`config.mk`:
```
export PLATFORM = sky130hd
export DESIGN_NAME = stepper_sine_profile_interval
export DESIGN_NICKNAME = d
export VERILOG_FILES = /design/src/design/ssp_pkg.sv /design/src/design/ssp_div.sv /design/src/design/stepper_sine_profile_interval.sv
export VERILOG_INCLUDE_DIRS = /design/src /design/src/design
export SDC_FILE = /design/constraint.sdc
export NUM_CORES = 2
export LEC_CHECK = 0
export ABC_CLOCK_PERIOD_IN_PS = 20700
export BUFFER_PORTS_ARGS = -buffer_cell sky130_fd_sc_hd__buf_2
export CAP_MARGIN = 25
export CELL_PAD_IN_SITES_DETAIL_PLACEMENT = 0
export CELL_PAD_IN_SITES_GLOBAL_PLACEMENT = 2
export CORE_MARGIN = 3
export CORE_UTILIZATION = 42
export CTS_CLUSTER_DIAMETER = 40
export DETAILED_ROUTE_END_ITERATION = 10
export GPL_TIMING_DRIVEN = 1
export PLACE_DENSITY_LB_ADDON = 0.2
export SETUP_SLACK_MARGIN = 0.05
export SLEW_MARGIN = 5
export SYNTH_ARGS = -nofsm -noshare
export SYNTH_HDL_FRONTEND = slang
export SYNTH_SLANG_ARGS = --single-unit
```
`constraint.sdc`:
```
create_clock -name clk_i -period 20.7 [get_ports clk_i]
set_input_delay 6.21 -clock clk_i [delete_from_list [all_inputs] [get_ports clk_i]]
set_output_delay 6.21 -clock clk_i [all_outputs]
set_load 0.02 [all_outputs]
```
`src/design/assert_macros.svh`:
```
// ----------------------------------------------------------------------------
// Assertion macros
// Concurrent assertion wrappers on clk_i, with and without reset disable.
// ----------------------------------------------------------------------------
`ifndef ASSERT_MACROS_SVH
`define ASSERT_MACROS_SVH
`ifndef SYNTH
`define ASSERT_RST(lbl, prop, msg) \
  lbl: assert property (@(posedge clk_i) disable iff (!rst_ni) (prop)) else $error(msg);
`define ASSERT_ALWAYS(lbl, prop, msg) \
  lbl: assert property (@(posedge clk_i) (prop)) else $error(msg);
`else
`define ASSERT_RST(lbl, prop, msg)
`define ASSERT_ALWAYS(lbl, prop, msg)
`endif
`endif

```
`src/design/ssp_pkg.sv`:
```
// ----------------------------------------------------------------------------
// Stepper sine profile package
// Constants, arcsine table and shared types of the step timing block.
// ----------------------------------------------------------------------------
package ssp_pkg;

  localparam int unsigned TablePoints = 100;
  localparam int unsigned MaxSteps    = 16384;
  localparam int unsigned IdxW        = $clog2(TablePoints);
  localparam int unsigned RemW        = $clog2(2 * (TablePoints - 1));
  localparam int unsigned ArgOne      = 1000000;
  localparam int unsigned ArgTwo      = 2000000;
  localparam int unsigned GridStep    = ArgOne / (TablePoints - 1);
  localparam int unsigned GridRem     = ArgOne % (TablePoints - 1);
  localparam int unsigned ArgScale    = 15625;
  localparam int unsigned ArgShift    = 7;
  localparam int unsigned HalfPiTicks = 131946891;
  localparam int unsigned PiTicks     = 263893782;
  localparam int unsigned MagW        = 27;

  localparam logic [1:0] CfgTotalAngle = 2'd0;
  localparam logic [1:0] CfgStepAngle  = 2'd1;
  localparam logic [1:0] CfgMoveTicks  = 2'd2;
  localparam logic [1:0] CfgStepCount  = 2'd3;

  localparam logic [MagW-1:0] AsinMag [TablePoints] = '{
            0,    848499,   1697085,   2545844,   3394863,
      4244229,   5094030,   5944354,   6795287,   7646921,
      8499343,   9352645,  10206917,  11062251,  11918740,
     12776479,  13635562,  14496087,  15358151,  16221854,
     17087298,  17954584,  18823819,  19695109,  20568563,
     21444293,  22322412,  23203036,  24086286,  24972283,
     25861152,  26753023,  27648027,  28546300,  29447982,
     30353218,  31262156,  32174950,  33091759,  34012746,
     34938082,  35867942,  36802510,  37741975,  38686535,
     39636394,  40591766,  41552875,  42519953,  43493243,
     44473000,  45459490,  46452994,  47453805,  48462232,
     49478601,  50503254,  51536554,  52578883,  53630649,
     54692281,  55764236,  56847003,  57941100,  59047082,
     60165544,  61297123,  62442504,  63602428,  64777691,
     65969160,  67177773,  68404555,  69650624,  70917207,
     72205657,  73517466,  74854290,  76217978,  77610601,
     79034491,  80492293,  81987026,  83522160,  85101718,
     86730410,  88413802,  90158563,  91972782,  93866446,
     95852119,  97945981, 100169480, 102552091, 105136281,
    107987272, 111214941, 115033700, 119997578, 131946891
  };

  typedef struct packed {
    logic        start;
    logic [63:0] dividend;
    logic [31:0] divisor;
  } div_req_t;

  typedef struct packed {
    logic        busy;
    logic        done;
    logic [63:0] quotient;
  } div_rsp_t;

  typedef enum logic [10:0] {
    S_IDLE  = 11'b000_0000_0001,
    S_MUL_P = 11'b000_0000_0010,
    S_CHK   = 11'b000_0000_0100,
    S_DIV_Q = 11'b000_0000_1000,
    S_ARG   = 11'b000_0001_0000,
    S_SRCH  = 11'b000_0010_0000,
    S_MUL_I = 11'b000_0100_0000,
    S_DIV_I = 11'b000_1000_0000,
    S_MUL_T = 11'b001_0000_0000,
    S_DIV_T = 11'b010_0000_0000,
    S_DONE  = 11'b100_0000_0000
  } state_e;

endpackage

```
`src/design/ssp_div.sv`:
```
// ----------------------------------------------------------------------------
// Serial divider
// Restoring 64 by 32 bit unsigned divide, one quotient bit per cycle.
// ----------------------------------------------------------------------------
module ssp_div import ssp_pkg::*; (
  input  logic     clk_i,
  input  logic     rst_ni,
  input  div_req_t req_i,
  output div_rsp_t rsp_o
);

  logic        busy_q, done_q;
  logic [5:0]  cnt_q;
  logic [31:0] rem_q, dvs_q;
  logic [63:0] quo_q;
  logic [32:0] part, diff;
  logic        ge;

  always_comb begin
    part = {rem_q, quo_q[63]};
    diff = part - {1'b0, dvs_q};
    ge   = (part >= {1'b0, dvs_q});
  end

  always_ff @(posedge clk_i or negedge rst_ni) begin
    if (!rst_ni) begin
      busy_q <= 1'b0;
      done_q <= 1'b0;
      cnt_q  <= '0;
    end else if (req_i.start) begin
      busy_q <= 1'b1;
      done_q <= 1'b0;
      cnt_q  <= '0;
    end else if (busy_q) begin
      cnt_q <= cnt_q + 6'd1;
      if (cnt_q == 6'd63) begin
        busy_q <= 1'b0;
        done_q <= 1'b1;
      end
    end else begin
      done_q <= 1'b0;
    end
  end

  always_ff @(posedge clk_i) begin
    if (req_i.start) begin
      rem_q <= '0;
      quo_q <= req_i.dividend;
      dvs_q <= req_i.divisor;
    end else if (busy_q) begin
      rem_q <= ge ? diff[31:0] : part[31:0];
      quo_q <= {quo_q[62:0], ge};
    end
  end

  assign rsp_o.busy     = busy_q;
  assign rsp_o.done     = done_q;
  assign rsp_o.quotient = quo_q;

endmodule

```
`src/design/stepper_sine_profile_interval.sv`:
```
// ----------------------------------------------------------------------------
// Stepper sine profile interval
// Step time and timer reload of one step of a sinusoidal velocity move.
// ----------------------------------------------------------------------------
// One request evaluates the step time for k and for k+1, and each
// evaluation runs up to three passes of the shared serial divider plus a
// linear table search of one grid point per cycle, whose length is set by
// the profile argument. in_ready_o is high only between requests; a
// finished result waits in the output register.
module stepper_sine_profile_interval import ssp_pkg::*; (
  input  logic               clk_i,
  input  logic               rst_ni,
  input  logic               cfg_we_i,
  input  logic [1:0]         cfg_index_i,
  input  logic [30:0]        cfg_wdata_i,
  input  logic               in_valid_i,
  output logic               in_ready_o,
  input  logic [13:0]        step_index_i,
  output logic               out_valid_o,
  input  logic               out_ready_i,
  output logic [30:0]        step_time_o,
  output logic signed [31:0] reload_value_o,
  output logic               last_step_o
);

  `include "assert_macros.svh"

  state_e state_q;
  logic   second_q, out_valid_q;

  logic [30:0] total_q, step_q, move_q;
  logic [14:0] count_q;

  logic [13:0]      k_q;
  logic [14:0]      kk_q;
  logic [45:0]      p_q;
  logic [20:0]      q_q;
  logic             neg_q;
  logic [19:0]      x_q, gx_q, dx_q;
  logic [RemW-1:0]  rem_q;
  logic [IdxW-1:0]  i_q;
  logic [27:0]      vplus_q;
  logic [30:0]      t0_q, t1_q;

  logic [31:0] mul_a, mul_b;
  logic [63:0] prod;
  div_req_t    div_req;
  div_rsp_t    div_rsp;

  logic [RemW-1:0] remsum;
  logic            carry;
  logic [19:0]     gnext;
  logic            more;
  logic            skip;
  logic [MagW-1:0] m0, m1;
  logic [27:0]     mag;

  ssp_div u_div (
    .clk_i  (clk_i),
    .rst_ni (rst_ni),
    .req_i  (div_req),
    .rsp_o  (div_rsp)
  );

  always_comb begin
    remsum = rem_q + RemW'(GridRem);
    carry  = (remsum >= RemW'(TablePoints - 1));
    gnext  = gx_q + 20'(GridStep) + {19'd0, carry};
    more   = (i_q < IdxW'(TablePoints - 2)) && (x_q > gnext);
    skip   = (total_q == '0) || (p_q >= {15'd0, total_q});
    m0     = AsinMag[i_q];
    m1     = AsinMag[IdxW'(i_q + 1'b1)];
    mag    = {1'b0, m0} + div_rsp.quotient[27:0];
  end

  always_comb begin
    mul_a = '0;
    mul_b = '0;
    case (state_q)
      S_MUL_P: begin
        mul_a = {17'd0, kk_q};
        mul_b = {1'b0, step_q};
      end
      S_CHK: begin
        mul_a = 32'(ArgScale);
        mul_b = {1'b0, p_q[30:0]};
      end
      S_MUL_I: begin
        mul_a = 32'(m1 - m0);
        mul_b = {12'd0, x_q - gx_q};
      end
      S_MUL_T: begin
        mul_a = {4'd0, vplus_q};
        mul_b = {1'b0, move_q};
      end
      default: ;
    endcase
    prod = mul_a * mul_b;
  end

  always_comb begin
    div_req.start    = 1'b0;
    div_req.dividend = prod;
    div_req.divisor  = '0;
    case (state_q)
      S_CHK: begin
        div_req.start    = !skip;
        div_req.dividend = {prod[63-ArgShift:0], ArgShift'(0)};
        div_req.divisor  = {1'b0, total_q};
      end
      S_MUL_I: begin
        div_req.start   = 1'b1;
        div_req.divisor = {12'd0, dx_q};
      end
      S_MUL_T: begin
        div_req.start   = 1'b1;
        div_req.divisor = 32'(PiTicks);
      end
      default: ;
    endcase
  end

  always_ff @(posedge clk_i or negedge rst_ni) begin
    if (!rst_ni) begin
      total_q <= 31'd12566370;
      step_q  <= 31'd3926;
      move_q  <= 31'd42000000;
      count_q <= 15'd3200;
    end else if (cfg_we_i) begin
      case (cfg_index_i)
        CfgTotalAngle: total_q <= cfg_wdata_i;
        CfgStepAngle:  step_q  <= cfg_wdata_i;
        CfgMoveTicks:  move_q  <= cfg_wdata_i;
        CfgStepCount:  count_q <= cfg_wdata_i[14:0];
        default: ;
      endcase
    end
  end

  always_ff @(posedge clk_i or negedge rst_ni) begin
    if (!rst_ni) begin
      state_q     <= S_IDLE;
      second_q    <= 1'b0;
      out_valid_q <= 1'b0;
    end else begin
      if (state_q == S_DONE && (!out_valid_q || out_ready_i)) out_valid_q <= 1'b1;
      else if (out_valid_q && out_ready_i) out_valid_q <= 1'b0;
      case (state_q)
        S_IDLE:  if (in_valid_i) begin
          state_q  <= S_MUL_P;
          second_q <= 1'b0;
        end
        S_MUL_P: state_q <= S_CHK;
        S_CHK:   state_q <= skip ? S_ARG : S_DIV_Q;
        S_DIV_Q: if (div_rsp.done) state_q <= S_ARG;
        S_ARG:   state_q <= S_SRCH;
        S_SRCH:  if (!more) state_q <= S_MUL_I;
        S_MUL_I: state_q <= S_DIV_I;
        S_DIV_I: if (div_rsp.done) state_q <= S_MUL_T;
        S_MUL_T: state_q <= S_DIV_T;
        S_DIV_T: if (div_rsp.done) begin
          state_q  <= second_q ? S_DONE : S_MUL_P;
          second_q <= 1'b1;
        end
        S_DONE:  if (!out_valid_q || out_ready_i) begin
          state_q <= S_IDLE;
        end
        default: state_q <= S_IDLE;
      endcase
    end
  end

  always_ff @(posedge clk_i) begin
    case (state_q)
      S_IDLE: begin
        k_q  <= step_index_i;
        kk_q <= {1'b0, step_index_i};
      end
      S_MUL_P: p_q <= prod[45:0];
      S_CHK:   if (skip) q_q <= 21'(ArgTwo);
      S_DIV_Q: if (div_rsp.done) q_q <= div_rsp.quotient[20:0];
      S_ARG: begin
        neg_q <= (q_q > 21'(ArgOne));
        x_q   <= (q_q > 21'(ArgOne)) ? 20'(q_q - 21'(ArgOne)) : 20'(21'(ArgOne) - q_q);
        gx_q  <= '0;
        rem_q <= '0;
        i_q   <= '0;
      end
      S_SRCH: begin
        if (more) begin
          i_q   <= IdxW'(i_q + 1'b1);
          gx_q  <= gnext;
          rem_q <= carry ? RemW'(remsum - RemW'(TablePoints - 1)) : remsum;
        end else begin
          dx_q <= gnext - gx_q;
        end
      end
      S_DIV_I: if (div_rsp.done) begin
        vplus_q <= neg_q ? 28'(HalfPiTicks) + mag : 28'(HalfPiTicks) - mag;
      end
      S_DIV_T: if (div_rsp.done) begin
        if (second_q) t1_q <= div_rsp.quotient[30:0];
        else begin
          t0_q <= div_rsp.quotient[30:0];
          kk_q <= 15'(kk_q + 1'b1);
        end
      end
      S_DONE: if (!out_valid_q || out_ready_i) begin
        step_time_o    <= t0_q;
        reload_value_o <= signed'({1'b0, t1_q} - {1'b0, t0_q} - 32'd1);
        last_step_o    <= (15'({1'b0, k_q} + 15'd1) == count_q);
      end
      default: ;
    endcase
  end

  assign in_ready_o  = (state_q == S_IDLE);
  assign out_valid_o = out_valid_q;

  `ASSERT_RST(a_div_done_wait, div_rsp.done |-> (state_q == S_DIV_Q || state_q == S_DIV_I || state_q == S_DIV_T), "divider finished outside a wait state")
  `ASSERT_RST(a_accept_start, in_valid_i && in_ready_o |=> state_q == S_MUL_P && !second_q, "accepted request did not start first evaluation")
  `ASSERT_RST(a_search_bound, state_q == S_SRCH |-> i_q <= IdxW'(TablePoints - 2), "table search ran past the last segment")
  `ASSERT_ALWAYS(a_idle_div, in_ready_o |-> !div_rsp.busy, "divider busy while idle")

endmodule
```
==> results.md <==
Run status:
- The run finished with clean final reports.

STA:
- The number of hold violations in the final report came to 0.
- The shortest clock period the worst path allows after layout is around 17000 ps.
- The sum of negative setup slack is 0 ps.
- The upper clock frequency limit is between 60 and 70 MHz.
- The slew of the pin with the lowest slew margin is 1150 ps.
- The max-slew violation total from the final report was 0.
- Setup repair after global routing left no endpoint under its margin.
- Dividing the final minimum period by the clock period gives 0.799.
- The max-slew headroom at the worst pin is 0.223.
- The final number of setup-violating endpoints is 0.
- The worst clock skew is 40.6 ps.

Clocking:
- The root buffer cell chosen for the clock tree is clkbuf_16.
- The clock tree from TritonCTS is built.
- CTS saw 582 sinks.
- The H-tree was split into 3 levels.
- The number of buffers created by CTS is between 90 and 100.
- The CTS clock-pin slew for the worst setup and hold paths is approximately 60 ps.
- The post-CTS resize count is 0.
- Clock latency on the worst-skew pair, taken at its later pin, is slightly below 700 ps.
- In this run, post-CTS hold repair placed 0 buffers.
- The buffer count from post-CTS setup fixing is 0.
- The maximum clock path buffer count is 3.

Pwr:
- The peak supply drop is slightly above 0.00006 V.
- Summed over all cells, the static leakage comes to about 35 nW.
- In this run the power density over the cells is between 70 and 80 mW/mm^2.

Global routing:
- The total global-route track usage is 0.305.
- The total global routing overflow is 0.
- The first global-routing pass estimated a little over 400000 microns of wire.
- The via count of the first global-routing pass was slightly above 60000.
- The initial antenna violation count is 17.
- The pin count of the biggest net entering global routing is roughly 140.

Setup path:
- On the worst path, the slowest cell contributes a delay of between 600 and 700 ps.
- The slowest stage of the critical path belongs to the cell ha_4.
- The dominant delay contributor by cell family on the critical path is compound AO/OA/AOI/OAI gates.
- The arrival time of the worst setup path is around 17000 ps.
- The number of buffers and inverters on the critical path is 11.
- The endpoint required time on the critical path is ~21000 ps.
- The minimum setup slack among reg-to-reg paths is roughly 4200 ps.
- The number of cells on the worst reg-to-reg path is 55.
- The setup path with the least slack is of type reg -> reg.
- The worst setup path startpoint is i_q[0].
- In this run the worst setup path terminates at u_div.quo_q[63].
- STA classifies the critical path endpoint as a flip-flop.
- The most frequent cell on the critical path is fa_1.
- The end of the worst register-to-register path is u_div.quo_q[63].
- In this run the number of cells on the critical path is 55.
- The largest fanout on the critical path is 60.
- The startpoint of the worst-slack reg-to-reg timing path is i_q[0].
- The critical path startpoint category is a flip-flop.

Yosys:
- Yosys attributes the largest share of cell area to fa_1 (24%), edfxtp_1 (17%), ha_1 (8.9%).
- During synthesis, Yosys emitted a total of 0 warnings.
- Yosys mapped the design onto ~120 distinct sky130hd cell types.
- Each instance of the synthesized netlist takes up on average about 8.9 sq um.
- The share of the synthesized area in the top cell type is 0.239.
- The share of the yosys chip area belonging to registers is 0.228.
- The total standard cell area after synthesis is approximately 0.073 sq mm.
- The fraction of synthesis flops using an asynchronous set or reset pin is 0.222.
- The number of synthesized register bits is between 500 and 600.
- Yosys instantiated no cell more often than inv_1.
- Among all flip-flop cells after synthesis, the most frequent one is edfxtp_1.
- Sorting the synthesized cells by how often they occur yields inv_1 (1153), nand2_1 (957), fa_1 (865), nor2_1 (857), ha_1 (515).
- Of all cell types, the one taking the most synthesized area is fa_1.
- After technology mapping, the gate count stands at roughly 8000.
- Counting flops with a built-in enable in the synthesized netlist gives ~420.

Cells and area:
- In the final design database the tool counted around 9500 nets.
- Excluding fillers, the count of instances in the completed layout stands at between 10000 and 15000.
- The layout overhead on the synthesized area is 9.66%.
- The number of filler instances in the final layout is between 15000 and 20000.
- In the final layout, the share of cells above drive strength 1 is 0.0891.

Floorplanning:
- The die covers between 0.15 and 0.2 sq mm.
- The region available for standard cell placement spans around 0.17 sq mm.
- The initial utilization of the core area, before any placement, comes to 0.426.
- From bottom edge to top edge, the die measures 422 microns.
- Measured along the x axis, the die boundary spans around 420 microns.
- The number of cell rows is ~150.
- Pin placement for this block handled 118 I/O pins.

Place:
- Port buffering added 117 buffers.
- At the end of routability-driven placement, the weighted congestion stood at between 0.9 and 1.
- Once detailed placement completed, the half-perimeter wirelength came to about 210000 microns.
- The placed instance count is 10291.

Route:
- Summed over all layers, the routed wires come to 275000 microns.
- Once detail routing completed, the nets flagged for antenna violations numbered 0.
- In the routed design, unresolved DRC markers number 0.
- The count of TritonRoute iterations in the first routing pass is 6.
- After detailed routing, the average wire length per cell comes to 26.2 microns.
- The via count is 60450.
- The vias per cell is between 5 and 6.
- The DRC violation total after the first TritonRoute iteration is approximately 5700.

Worst hold path:
- The startpoint identified for the worst hold timing path is t0_q[26].
- The worst min-delay path class is reg -> reg.

Run:
- The max-cap check violation count is 0.
==> layer usage <==
layer | GRT usage | vias to the layer above | wire (microns)
met3 | 0.0547 | 537 | 21500
li1 | - | 26996 | -
met2 | 0.484 | 2488 | 125000
met5 | 0 | - | 16
met1 | 0.413 | 30427 | 115000
met4 | 0.126 | 2 | 13200
==> worst min-delay path by stage <==
stage                            to  slack (ps)  cells after the start
global route        step_time_o[13]         460                      0
detailed placement  step_time_o[28]         440                      0
global placement    step_time_o[19]         440                      0
finish              step_time_o[26]         450                      0
floorplan            step_time_o[0]         430                      0
CTS                  step_time_o[7]         450                      0
==> registers in the layout, summed over array words and instances (netlist names), 21 cells and up <==
| signal | flops |
|---|---|
| u_div.quo_q | 64 |
| p_q | 46 |
| reload_value_o | 32 |
| u_div.rem_q | 32 |
| move_q | 31 |
| step_q | 31 |
| step_time_o | 31 |
| t0_q | 31 |
| t1_q | 31 |
| total_q | 31 |
| u_div.dvs_q | 31 |
| vplus_q | 28 |
| q_q | 21 |
==> cells in the final DEF, fill, tap and decap left out, types with 32 or more instances in the layout <==
cell type | Yosys | layout
buf_4 | 3 | 163
xnor2_1 | 193 | 189
a21o_1 | 119 | 119
nand3_1 | 96 | 96
a22oi_1 | 41 | 41
ha_1 | 515 | 514
inv_1 | 1153 | 1152
and2_1 | 90 | 88
edfxtp_1 | 421 | 421
a31oi_1 | 58 | 58
a211oi_1 | 71 | 70
dfrtp_1 | 91 | 91
o21bai_1 | 34 | 34
xor2_1 | 106 | 106
mux2i_1 | 63 | 63
nor2b_1 | 57 | 55
and3_1 | 34 | 34
o21a_1 | 53 | 53
o21ai_0 | 332 | 327
fa_1 | 865 | 865
dfxtp_1 | 32 | 32
conb_1 | 2 | 42
nand2_1 | 957 | 954
dfstp_2 | 38 | 38
clkbuf_16 | 0 | 102
mux2_2 | 91 | 91
nand4_1 | 43 | 43
buf_2 | 30 | 116
nor3_1 | 109 | 106
nor2_1 | 857 | 856
o31ai_1 | 39 | 38
nand2b_1 | 69 | 68
a221o_1 | 35 | 35
o211ai_1 | 65 | 65
a21oi_1 | 421 | 420
==> cells by family (layout without fill, tap and decap cells) <==
| family | Yosys count | count (layout) | share of synthesized area |
|---|---|---|---|
| simple gates | 2460 | 2460 | 0.148 |
| other cells | 2 | 49 | 0.000104 |
| buf+inv | 1600 | 1635 | 0.0841 |
| flops | 582 | 582 | 0.228 |
| mux | 162 | 162 | 0.0252 |
| xor+xnor | 308 | 308 | 0.0384 |
| fa+ha+maj | 1380 | 1380 | 0.328 |
| compound gates | 1610 | 1610 | 0.148 |
==> power breakdown <==
group          leakage, nW  internal, W  switching (W)
Combinational         27.6     0.000821        0.00170
Sequential            5.65      0.00149       0.000179
Clock                 1.65      0.00101       0.000652
Total                 34.9      0.00331        0.00253
==> cell type report <==
type / count / area (sq um) / area share
diodes: 7 / 17.5 / 0.000220
clock buffers: 108 / 2590 / 0.0326
clock inverters: 75 / 786 / 0.00988
inverters: 1162 / 4360 / 0.0548
multi-input cells: 5962 / 50400 / 0.633
flip-flops and latches: 582 / 16600 / 0.208
well taps: 2295 / 2870 / 0.0361
repair buffers: 290 / 1990 / 0.0250
==> per-stage QoR <==
stage          setup slack (ps)  utilization  power, W  hold WS (ps)  area, sq um
2_1_floorplan              6050            -   0.00317           426        72700
3_3_place_gp               4680        0.446   0.00413           436        76000
3_5_place_dp               4420        0.447   0.00415           436        76100
4_1_cts                    4320        0.467   0.00584           452        79500
5_1_grt                    3290        0.467   0.00614           457        79500
6_report                   4160        0.467   0.00584           451        79500
(Power assumes the default switching activity.)
